--- src/rtl/core/mprq_pkg.sv ---
// Package for the multilevel priority ready queue.
// Sizing constants, port field layout and the controller command struct.
// No dependencies; every other file of the block uses it by scoped names.
package mprq_pkg;

   // Queue geometry
   localparam int LEVELS      = 16;
   localparam int LEVEL_DEPTH = 16;
   localparam int ID_WIDTH    = 8;

   localparam int LEVEL_W = $clog2(LEVELS);
   localparam int SLOT_W  = (LEVEL_DEPTH > 1) ? $clog2(LEVEL_DEPTH) : 1;
   localparam int CNT_W   = $clog2(LEVEL_DEPTH + 1);
   localparam int ENTRIES = LEVELS * LEVEL_DEPTH;
   localparam int ADDR_W  = $clog2(ENTRIES);

   // Transaction field widths
   localparam int PRIO_W      = 4;
   localparam int TASK_W      = 8;
   localparam int REQ_DATA_W  = 16;
   localparam int RSP_DATA_W  = 16;

   // Request kinds carried in req_tuser
   localparam logic MODE_ENQUEUE = 1'b0;
   localparam logic MODE_DEQUEUE = 1'b1;

   // Controller to datapath commands
   typedef struct packed {
      logic exec;   // perform the accepted request
      logic load;   // capture the result into the output register
   } cmd_type;

endpackage

--- src/rtl/core/mprq_ctrl.sv ---
// Controller for the multilevel priority ready queue.
// Sequences accept, memory access and result load; drives both handshakes.
// Depends on mprq_pkg.
module mprq_ctrl (
   input  logic             clock,
   input  logic             reset,
   input  logic             req_tvalid,
   output logic             req_tready,
   output logic             rsp_tvalid,
   input  logic             rsp_tready,
   output mprq_pkg::cmd_type cmd
);

   typedef enum logic [0:0] {
      ST_IDLE,
      ST_RESP
   } state_type;

   state_type state_ff, state_in;
   logic      rsp_valid_ff, rsp_valid_in;
   logic      load;
   logic      exec;

   // Command decode
   always_comb begin
      exec = (state_ff == ST_IDLE) && req_tvalid;
      load = (state_ff == ST_RESP) && (!rsp_valid_ff || rsp_tready);
   end

   // Next state and output valid
   always_comb begin
      state_in     = state_ff;
      rsp_valid_in = rsp_valid_ff;
      if (rsp_tready) begin
         rsp_valid_in = 1'b0;
      end
      unique case (state_ff)
         ST_IDLE: begin
            if (exec) begin
               state_in = ST_RESP;
            end
         end
         ST_RESP: begin
            if (load) begin
               rsp_valid_in = 1'b1;
               state_in     = ST_IDLE;
            end
         end
         default: state_in = ST_IDLE;
      endcase
   end

   always_ff @(posedge clock) begin
      if (reset) begin
         state_ff     <= ST_IDLE;
         rsp_valid_ff <= 1'b0;
      end else begin
         state_ff     <= state_in;
         rsp_valid_ff <= rsp_valid_in;
      end
   end

   assign req_tready = (state_ff == ST_IDLE);
   assign rsp_tvalid = rsp_valid_ff;
   assign cmd.exec   = exec;
   assign cmd.load   = load;

endmodule

--- src/rtl/core/mprq_dpath.sv ---
// Datapath for the multilevel priority ready queue.
// Holds per-level head and count registers, the entry memory and the result register.
// Depends on mprq_pkg.
module mprq_dpath (
   input  logic                                clock,
   input  logic                                reset,
   input  mprq_pkg::cmd_type                   cmd,
   input  logic                                req_mode,
   input  logic [mprq_pkg::PRIO_W-1:0]         req_prio,
   input  logic [mprq_pkg::TASK_W-1:0]         req_task,
   output logic [mprq_pkg::RSP_DATA_W-1:0]     rsp_data
);

   logic [mprq_pkg::SLOT_W-1:0]   head_ff  [mprq_pkg::LEVELS];
   logic [mprq_pkg::SLOT_W-1:0]   head_in  [mprq_pkg::LEVELS];
   logic [mprq_pkg::CNT_W-1:0]    count_ff [mprq_pkg::LEVELS];
   logic [mprq_pkg::CNT_W-1:0]    count_in [mprq_pkg::LEVELS];
   logic [mprq_pkg::ID_WIDTH-1:0] mem      [mprq_pkg::ENTRIES];

   logic [mprq_pkg::ID_WIDTH-1:0]   rd_data_ff;
   logic                            hit_ff, hit_in;
   logic                            drop_ff, drop_in;
   logic [mprq_pkg::RSP_DATA_W-1:0] rsp_data_ff, rsp_data_in;

   logic [mprq_pkg::LEVELS-1:0]     nonempty;
   logic                            deq_found;
   logic [mprq_pkg::LEVEL_W-1:0]    deq_level;
   logic [31:0]                     prio_wide;
   logic                            in_range;
   logic [mprq_pkg::LEVEL_W-1:0]    enq_level;
   logic [mprq_pkg::LEVEL_W-1:0]    level;
   logic                            enq_ok;
   logic                            deq_ok;
   logic [mprq_pkg::CNT_W:0]        slot_sum;
   logic [mprq_pkg::SLOT_W-1:0]     tail_slot;
   logic [mprq_pkg::SLOT_W-1:0]     slot;
   logic [mprq_pkg::SLOT_W-1:0]     head_next;
   logic [mprq_pkg::ADDR_W-1:0]     addr;
   logic                            all_empty;

   // Occupancy flags and first non-empty level
   always_comb begin
      deq_found = 1'b0;
      deq_level = '0;
      for (int lv = mprq_pkg::LEVELS - 1; lv >= 0; lv--) begin
         nonempty[lv] = (count_ff[lv] != '0);
         if (nonempty[lv]) begin
            deq_found = 1'b1;
            deq_level = mprq_pkg::LEVEL_W'(lv);
         end
      end
   end

   assign all_empty = ~|nonempty;

   // Enqueue and dequeue target, slot and address selection
   always_comb begin
      prio_wide = 32'(req_prio);
      in_range  = (prio_wide < 32'(mprq_pkg::LEVELS));
      enq_level = prio_wide[mprq_pkg::LEVEL_W-1:0];
      level     = (req_mode == mprq_pkg::MODE_DEQUEUE) ? deq_level : enq_level;
      enq_ok    = (req_mode == mprq_pkg::MODE_ENQUEUE) && in_range &&
                  (count_ff[enq_level] != mprq_pkg::CNT_W'(mprq_pkg::LEVEL_DEPTH));
      deq_ok    = (req_mode == mprq_pkg::MODE_DEQUEUE) && deq_found;
      // tail = (head + count) mod depth; sum stays below twice the depth
      slot_sum  = (mprq_pkg::CNT_W+1)'(head_ff[enq_level]) +
                  (mprq_pkg::CNT_W+1)'(count_ff[enq_level]);
      if (slot_sum >= (mprq_pkg::CNT_W+1)'(mprq_pkg::LEVEL_DEPTH)) begin
         tail_slot = mprq_pkg::SLOT_W'(slot_sum -
                     (mprq_pkg::CNT_W+1)'(mprq_pkg::LEVEL_DEPTH));
      end else begin
         tail_slot = mprq_pkg::SLOT_W'(slot_sum);
      end
      slot = (req_mode == mprq_pkg::MODE_DEQUEUE) ? head_ff[deq_level] : tail_slot;
      if (head_ff[deq_level] == mprq_pkg::SLOT_W'(mprq_pkg::LEVEL_DEPTH - 1)) begin
         head_next = '0;
      end else begin
         head_next = head_ff[deq_level] + mprq_pkg::SLOT_W'(1);
      end
      addr = mprq_pkg::ADDR_W'(level) * mprq_pkg::ADDR_W'(mprq_pkg::LEVEL_DEPTH) +
             mprq_pkg::ADDR_W'(slot);
      hit_in  = deq_ok;
      drop_in = (req_mode == mprq_pkg::MODE_ENQUEUE) && !enq_ok;
   end

   // Head and count updates
   always_comb begin
      head_in  = head_ff;
      count_in = count_ff;
      if (cmd.exec && enq_ok) begin
         count_in[enq_level] = count_ff[enq_level] + mprq_pkg::CNT_W'(1);
      end
      if (cmd.exec && deq_ok) begin
         count_in[deq_level] = count_ff[deq_level] - mprq_pkg::CNT_W'(1);
         head_in[deq_level]  = head_next;
      end
   end

   always_ff @(posedge clock) begin
      if (reset) begin
         for (int lv = 0; lv < mprq_pkg::LEVELS; lv++) begin
            head_ff[lv]  <= '0;
            count_ff[lv] <= '0;
         end
      end else begin
         head_ff  <= head_in;
         count_ff <= count_in;
      end
   end

   // Entry memory: one write or one registered read per transaction
   always_ff @(posedge clock) begin
      if (cmd.exec && enq_ok) begin
         mem[addr] <= req_task[mprq_pkg::ID_WIDTH-1:0];
      end
      if (cmd.exec && deq_ok) begin
         rd_data_ff <= mem[addr];
      end
   end

   // Outcome flags captured with the access
   always_ff @(posedge clock) begin
      if (cmd.exec) begin
         hit_ff  <= hit_in;
         drop_ff <= drop_in;
      end
   end

   // Result word: {pad, dropped, all_empty, out_task_id, out_valid}
   always_comb begin
      rsp_data_in                      = '0;
      rsp_data_in[0]                   = hit_ff;
      rsp_data_in[mprq_pkg::TASK_W:1]  = hit_ff ? mprq_pkg::TASK_W'(rd_data_ff) : '0;
      rsp_data_in[mprq_pkg::TASK_W+1]  = all_empty;
      rsp_data_in[mprq_pkg::TASK_W+2]  = drop_ff;
   end

   // Result register
   always_ff @(posedge clock) begin
      if (cmd.load) begin
         rsp_data_ff <= rsp_data_in;
      end
   end

   assign rsp_data = rsp_data_ff;

endmodule

--- src/rtl/core/multilevel_priority_ready_queue_unit.sv ---
// Multilevel strict-priority ready queue, one FIFO per level in a shared entry memory.
// A request is accepted in ST_IDLE, where the entry memory is accessed; its result then loads
// from ST_RESP once the output register is empty or being taken, and is offered on rsp_tvalid.
// The input is held from the accept until that result loads (access, then result load); a waiting
// result lets one more request in, which then holds the input until the result is taken.
// Reset (synchronous) empties every level at once; entry memory is not cleared.
module multilevel_priority_ready_queue_unit (
   input  logic                                clock,
   input  logic                                reset,
   input  logic                                req_tvalid,
   output logic                                req_tready,
   input  logic [mprq_pkg::REQ_DATA_W-1:0]     req_tdata,  // [3:0] priority_req, [11:4] task_id
   input  logic                                req_tuser,  // [0] mode
   output logic                                rsp_tvalid,
   input  logic                                rsp_tready,
   // [0] out_valid, [8:1] out_task_id, [9] all_empty, [10] dropped
   output logic [mprq_pkg::RSP_DATA_W-1:0]     rsp_tdata
);

   mprq_pkg::cmd_type cmd;

   mprq_ctrl u_ctrl (
      .clock      (clock),
      .reset      (reset),
      .req_tvalid (req_tvalid),
      .req_tready (req_tready),
      .rsp_tvalid (rsp_tvalid),
      .rsp_tready (rsp_tready),
      .cmd        (cmd)
   );

   mprq_dpath u_dpath (
      .clock    (clock),
      .reset    (reset),
      .cmd      (cmd),
      .req_mode (req_tuser),
      .req_prio (req_tdata[mprq_pkg::PRIO_W-1:0]),
      .req_task (req_tdata[mprq_pkg::PRIO_W+mprq_pkg::TASK_W-1:mprq_pkg::PRIO_W]),
      .rsp_data (rsp_tdata)
   );

endmodule

--- config.mk ---
export PLATFORM = sky130hd
export DESIGN_NAME = multilevel_priority_ready_queue_unit
export DESIGN_NICKNAME = d
export VERILOG_FILES = /design/src/rtl/core/mprq_pkg.sv /design/src/rtl/core/mprq_ctrl.sv /design/src/rtl/core/mprq_dpath.sv /design/src/rtl/core/multilevel_priority_ready_queue_unit.sv
export SDC_FILE = /design/constraint.sdc
export NUM_CORES = 2
export LEC_CHECK = 0
export BUFFER_PORTS_ARGS = -buffer_cell sky130_fd_sc_hd__buf_2
export CAP_MARGIN = 20
export CORE_MARGIN = 2
export CORE_UTILIZATION = 41
export CTS_BUF_LIST = sky130_fd_sc_hd__clkbuf_2 sky130_fd_sc_hd__clkbuf_4 sky130_fd_sc_hd__clkbuf_8
export CTS_CLUSTER_SIZE = 25
export DETAILED_ROUTE_END_ITERATION = 7
export PLACE_DENSITY = 0.62
export SLEW_MARGIN = 20
export SYNTH_ARGS = -nofsm -noshare
export SYNTH_HDL_FRONTEND = slang
export SYNTH_SLANG_ARGS = --single-unit
--- constraint.sdc ---
create_clock -name clock -period 18.8 [get_ports clock]
set_input_delay 1.88 -clock clock [delete_from_list [all_inputs] [get_ports clock]]
set_output_delay 1.88 -clock clock [all_outputs]
set_load 0.01 [all_outputs]
==> impl_metrics.toml <==
[finish]
drive_above_1_share_pct = 16.3
num-nets-final = 6334
num-fill-cells = 19006
layout_commonest_cell = "edfxtp_1"
layout.cells.non_filler = 9523
syn2layout_area_growth_pct = 11.0
final_cell_mix = "edfxtp_1, nand2_1, nor2_1"

[worst_setup_path]
cp_cell_sequence = "buf_2 -> buf_4 -> mux4_2 -> mux4_2 -> ha_1 -> fa_1 -> nor2_1 -> a21oi_4 -> buf_12 -> buf_4 -> buf_12 -> mux2i_1 -> a22oi_1 -> a32oi_1 -> a21boi_0 -> nor4_1 -> nor4_1"
r2r_end = "u_dpath.rd_data_ff[6]$_DFFE_PP_"
required_ps = 19570
critical_path.max_fanout = 126
crit-reg2reg-launch = "u_dpath.count_ff[56]$_SDFF_PP0_"
r2r_setup_slack_ps = 10330
critical-path-top-delay-family = "buffers and inverters"
end_kind = "flop"
crit_cells = 17
worst-path-buf-inv = 5
r2r_cells = 18
worst_setup_path_start_kind = "primary input"
critPathSlowestCell = "buf_4"
critPathMaxStageDelay_ps = 790
endpoint = "u_dpath.rd_data_ff[6]$_DFFE_PP_"
critPathLaunch = "req_tdata[1]"
crit_arrival_ps = 9720
path_class = "primary input to flop"

[pwr]
p_leak_nw = 32.3
irDropWorstVdd_uv = 226
totalPowerFinal_mw = 15.4
power_density_mw_per_mm2 = 153

[timing]
slew_viol_final = 0
fin_skew_ps = 76.9
min_period_ps = 8950
worst_slack_ps = 9850
relSlewSlack_pct = 23.9
rsz0062_at_grt = "no"
timing.final.crit_share_pct = 47.6
worstMarginPinSlew_ps = 1140
fin_tns_setup_ps = 0
finalSetupViolCount = 0
finalHoldViolations = 0
max_freq_mhz = 112

[die]
pin_count = 39
die_area_mm2 = 0.225
fp.dieW_um = 474
row_count = 172
start_util_pct = 41.2
fp.coreArea_mm2 = 0.220
dieHeight_um = 474

[routing]
wire_per_inst_um = 26.2
drtPass1Iterations = 6
drt-total-wl_mm = 249
ant_nets = 0
drt-initial-drc-count = 7312
vias = 55235
viasPerCell = 5.80
route.detailed.drc = 0

[yosys]
synth_seq_area_share_pct = 71.8
async_reset_ff_share_pct = 0
netlist_instances = 6183
synth_top_area_share_pct = 68.6
ys_ff_latch = 2215
synth-main-ff-cell = "edfxtp_1"
avgSynthCellArea_um2 = 14.7
yosysWarnings = 0
synth_edf_count = 2069
yosys-top-cells-area = "edfxtp_1, mux4_2, nand2_1"
ys_types = 83
synth_top_cell_by_area = "edfxtp_1"
netlist_area_mm2 = 0.0906

[global_routing]
grt_first_pass_wirelength_mm = 362
grt_max_degree = 165
antenna_found_initial = 15
first_global_vias = 52906
groute.usage.overall_pct = 21.8
overflow = 0

[worst_hold_path]
min_from = "u_dpath.drop_ff$_DFFE_PP_"
hold_path_class = "flop to flop"

[clock_tree]
cts_setup_buffers = 0
cts_resized = 0
clk_pin_slew_ps = 60
cts_tree = "built"
cts-buffers-inserted = 363
cts_hold_buf = 0
cts.sinks = 2215
clk-insertion-delay-late_ps = 1080
cts_buffer_depth = 4
cts_max_level = 5
cts-root-buf = "clkbuf_8"

[placement]
io_buffers = 29
dp_cells = 8898
gp_routability_congestion = 0.882
dp_hpwl_mm = 146
pre_cts_slack_ps = 8830

[run]
maxCapViolCount = 0

[status]
status = "finished, final reports clean"
==> Yosys cell counts, types with 6 or more instances <==
cell type and instances:
a2111oi_0 33, a211oi_1 76, a21oi_1 274, a221oi_1 26, a22o_1 8, a22oi_1 80
a311oi_1 6, a31oi_1 84, a32o_1 9, a32oi_1 44, a41o_1 7, a41oi_1 7
and2_1 19, and3_1 16, buf_1 22, buf_2 169, buf_4 32, buf_6 19
clkbuf_1 168, dfxtp_1 146, edfxtp_1 2069, ha_1 7, inv_1 13, mux2_2 30
mux2i_1 225, mux4_2 250, nand2_1 1040, nand3_1 394, nand4_1 81, nor2_1 559
nor3_1 32, nor4_1 13, nor4_4 7, o211ai_1 41, o21ai_0 29, o21ai_1 16
o22ai_1 18, or4_1 15, or4_4 8
==> final cells by class <==
cell class | count | area, um^2 | share of cell area [%]
Timing Repair Buffer | 167 | 1370 | 1.36
Sequential cell | 2215 | 65100 | 64.7
Tap cell | 2958 | 3700 | 3.68
Inverter | 13 | 48.8 | 0.0485
Antenna cell | 12 | 30.0 | 0.0299
Clock inverter | 121 | 659 | 0.656
Multi-Input combinational cell | 3545 | 23700 | 23.5
Clock buffer | 492 | 6050 | 6.02
==> state kept, by name, summed over array words and instances, names as in the netlist <==
signal and flops:
u_dpath.drop_ff 1, u_dpath.head_ff 64, u_ctrl.rsp_tvalid 1, u_dpath.mem 2048
u_dpath.count_ff 80, u_dpath.hit_ff 1, u_dpath.rd_data_ff 8, u_ctrl.state_ff 1
u_dpath.rsp_data 11
==> how the worst min path moves through the flow <==
stage	end	cells after the start
6_report	u_dpath.rsp_data[10]$_DFFE_PP_	0
4_1_cts	u_dpath.rsp_data[10]$_DFFE_PP_	0
3_3_place_gp	u_dpath.rsp_data[10]$_DFFE_PP_	0
2_1_floorplan	u_dpath.rsp_data[10]$_DFFE_PP_	0
3_5_place_dp	u_dpath.rsp_data[10]$_DFFE_PP_	0
5_1_grt	u_dpath.rsp_data[10]$_DFFE_PP_	0
==> layer usage <==
layer	up-vias	routed length (um)	track usage, %
met5	-	46	0
met1	27848	102000	31.0
met4	8	7170	6.96
met3	451	25000	4.50
li1	23986	-	-
met2	2942	115000	33.4
==> power breakdown <==
group,total (mW),switching [mW],internal (mW)
Combinational,5.85,4.12,1.73
Clock,4.02,1.88,2.14
Sequential,5.48,0.0354,5.45
Total,15.4,6.04,9.32
==> cells by family after synthesis <==
logic type | count (synthesis) | synth area share [%]
AOI/OAI and AO/OA | 802 | 6.00
xor gates and xnor gates | 10 | 0.0967
adders and majority gates | 8 | 0.119
buffers and inverters | 427 | 2.34
DFF | 2215 | 71.8
muxes | 506 | 9.09
other | 1 | 0.00414
and+or+nand+nor | 2214 | 10.5
==> stage by stage <==
stage	util, %	hold WS (ps)	cell area, um^2
after detailed placement	42.7	414	93800
final	45.8	431	101000
after floorplan	-	400	90600
after global routing	45.8	452	101000
after CTS	45.7	436	101000
after global placement	42.7	420	93800
Note: power is estimated with default switching activity, not from simulation.
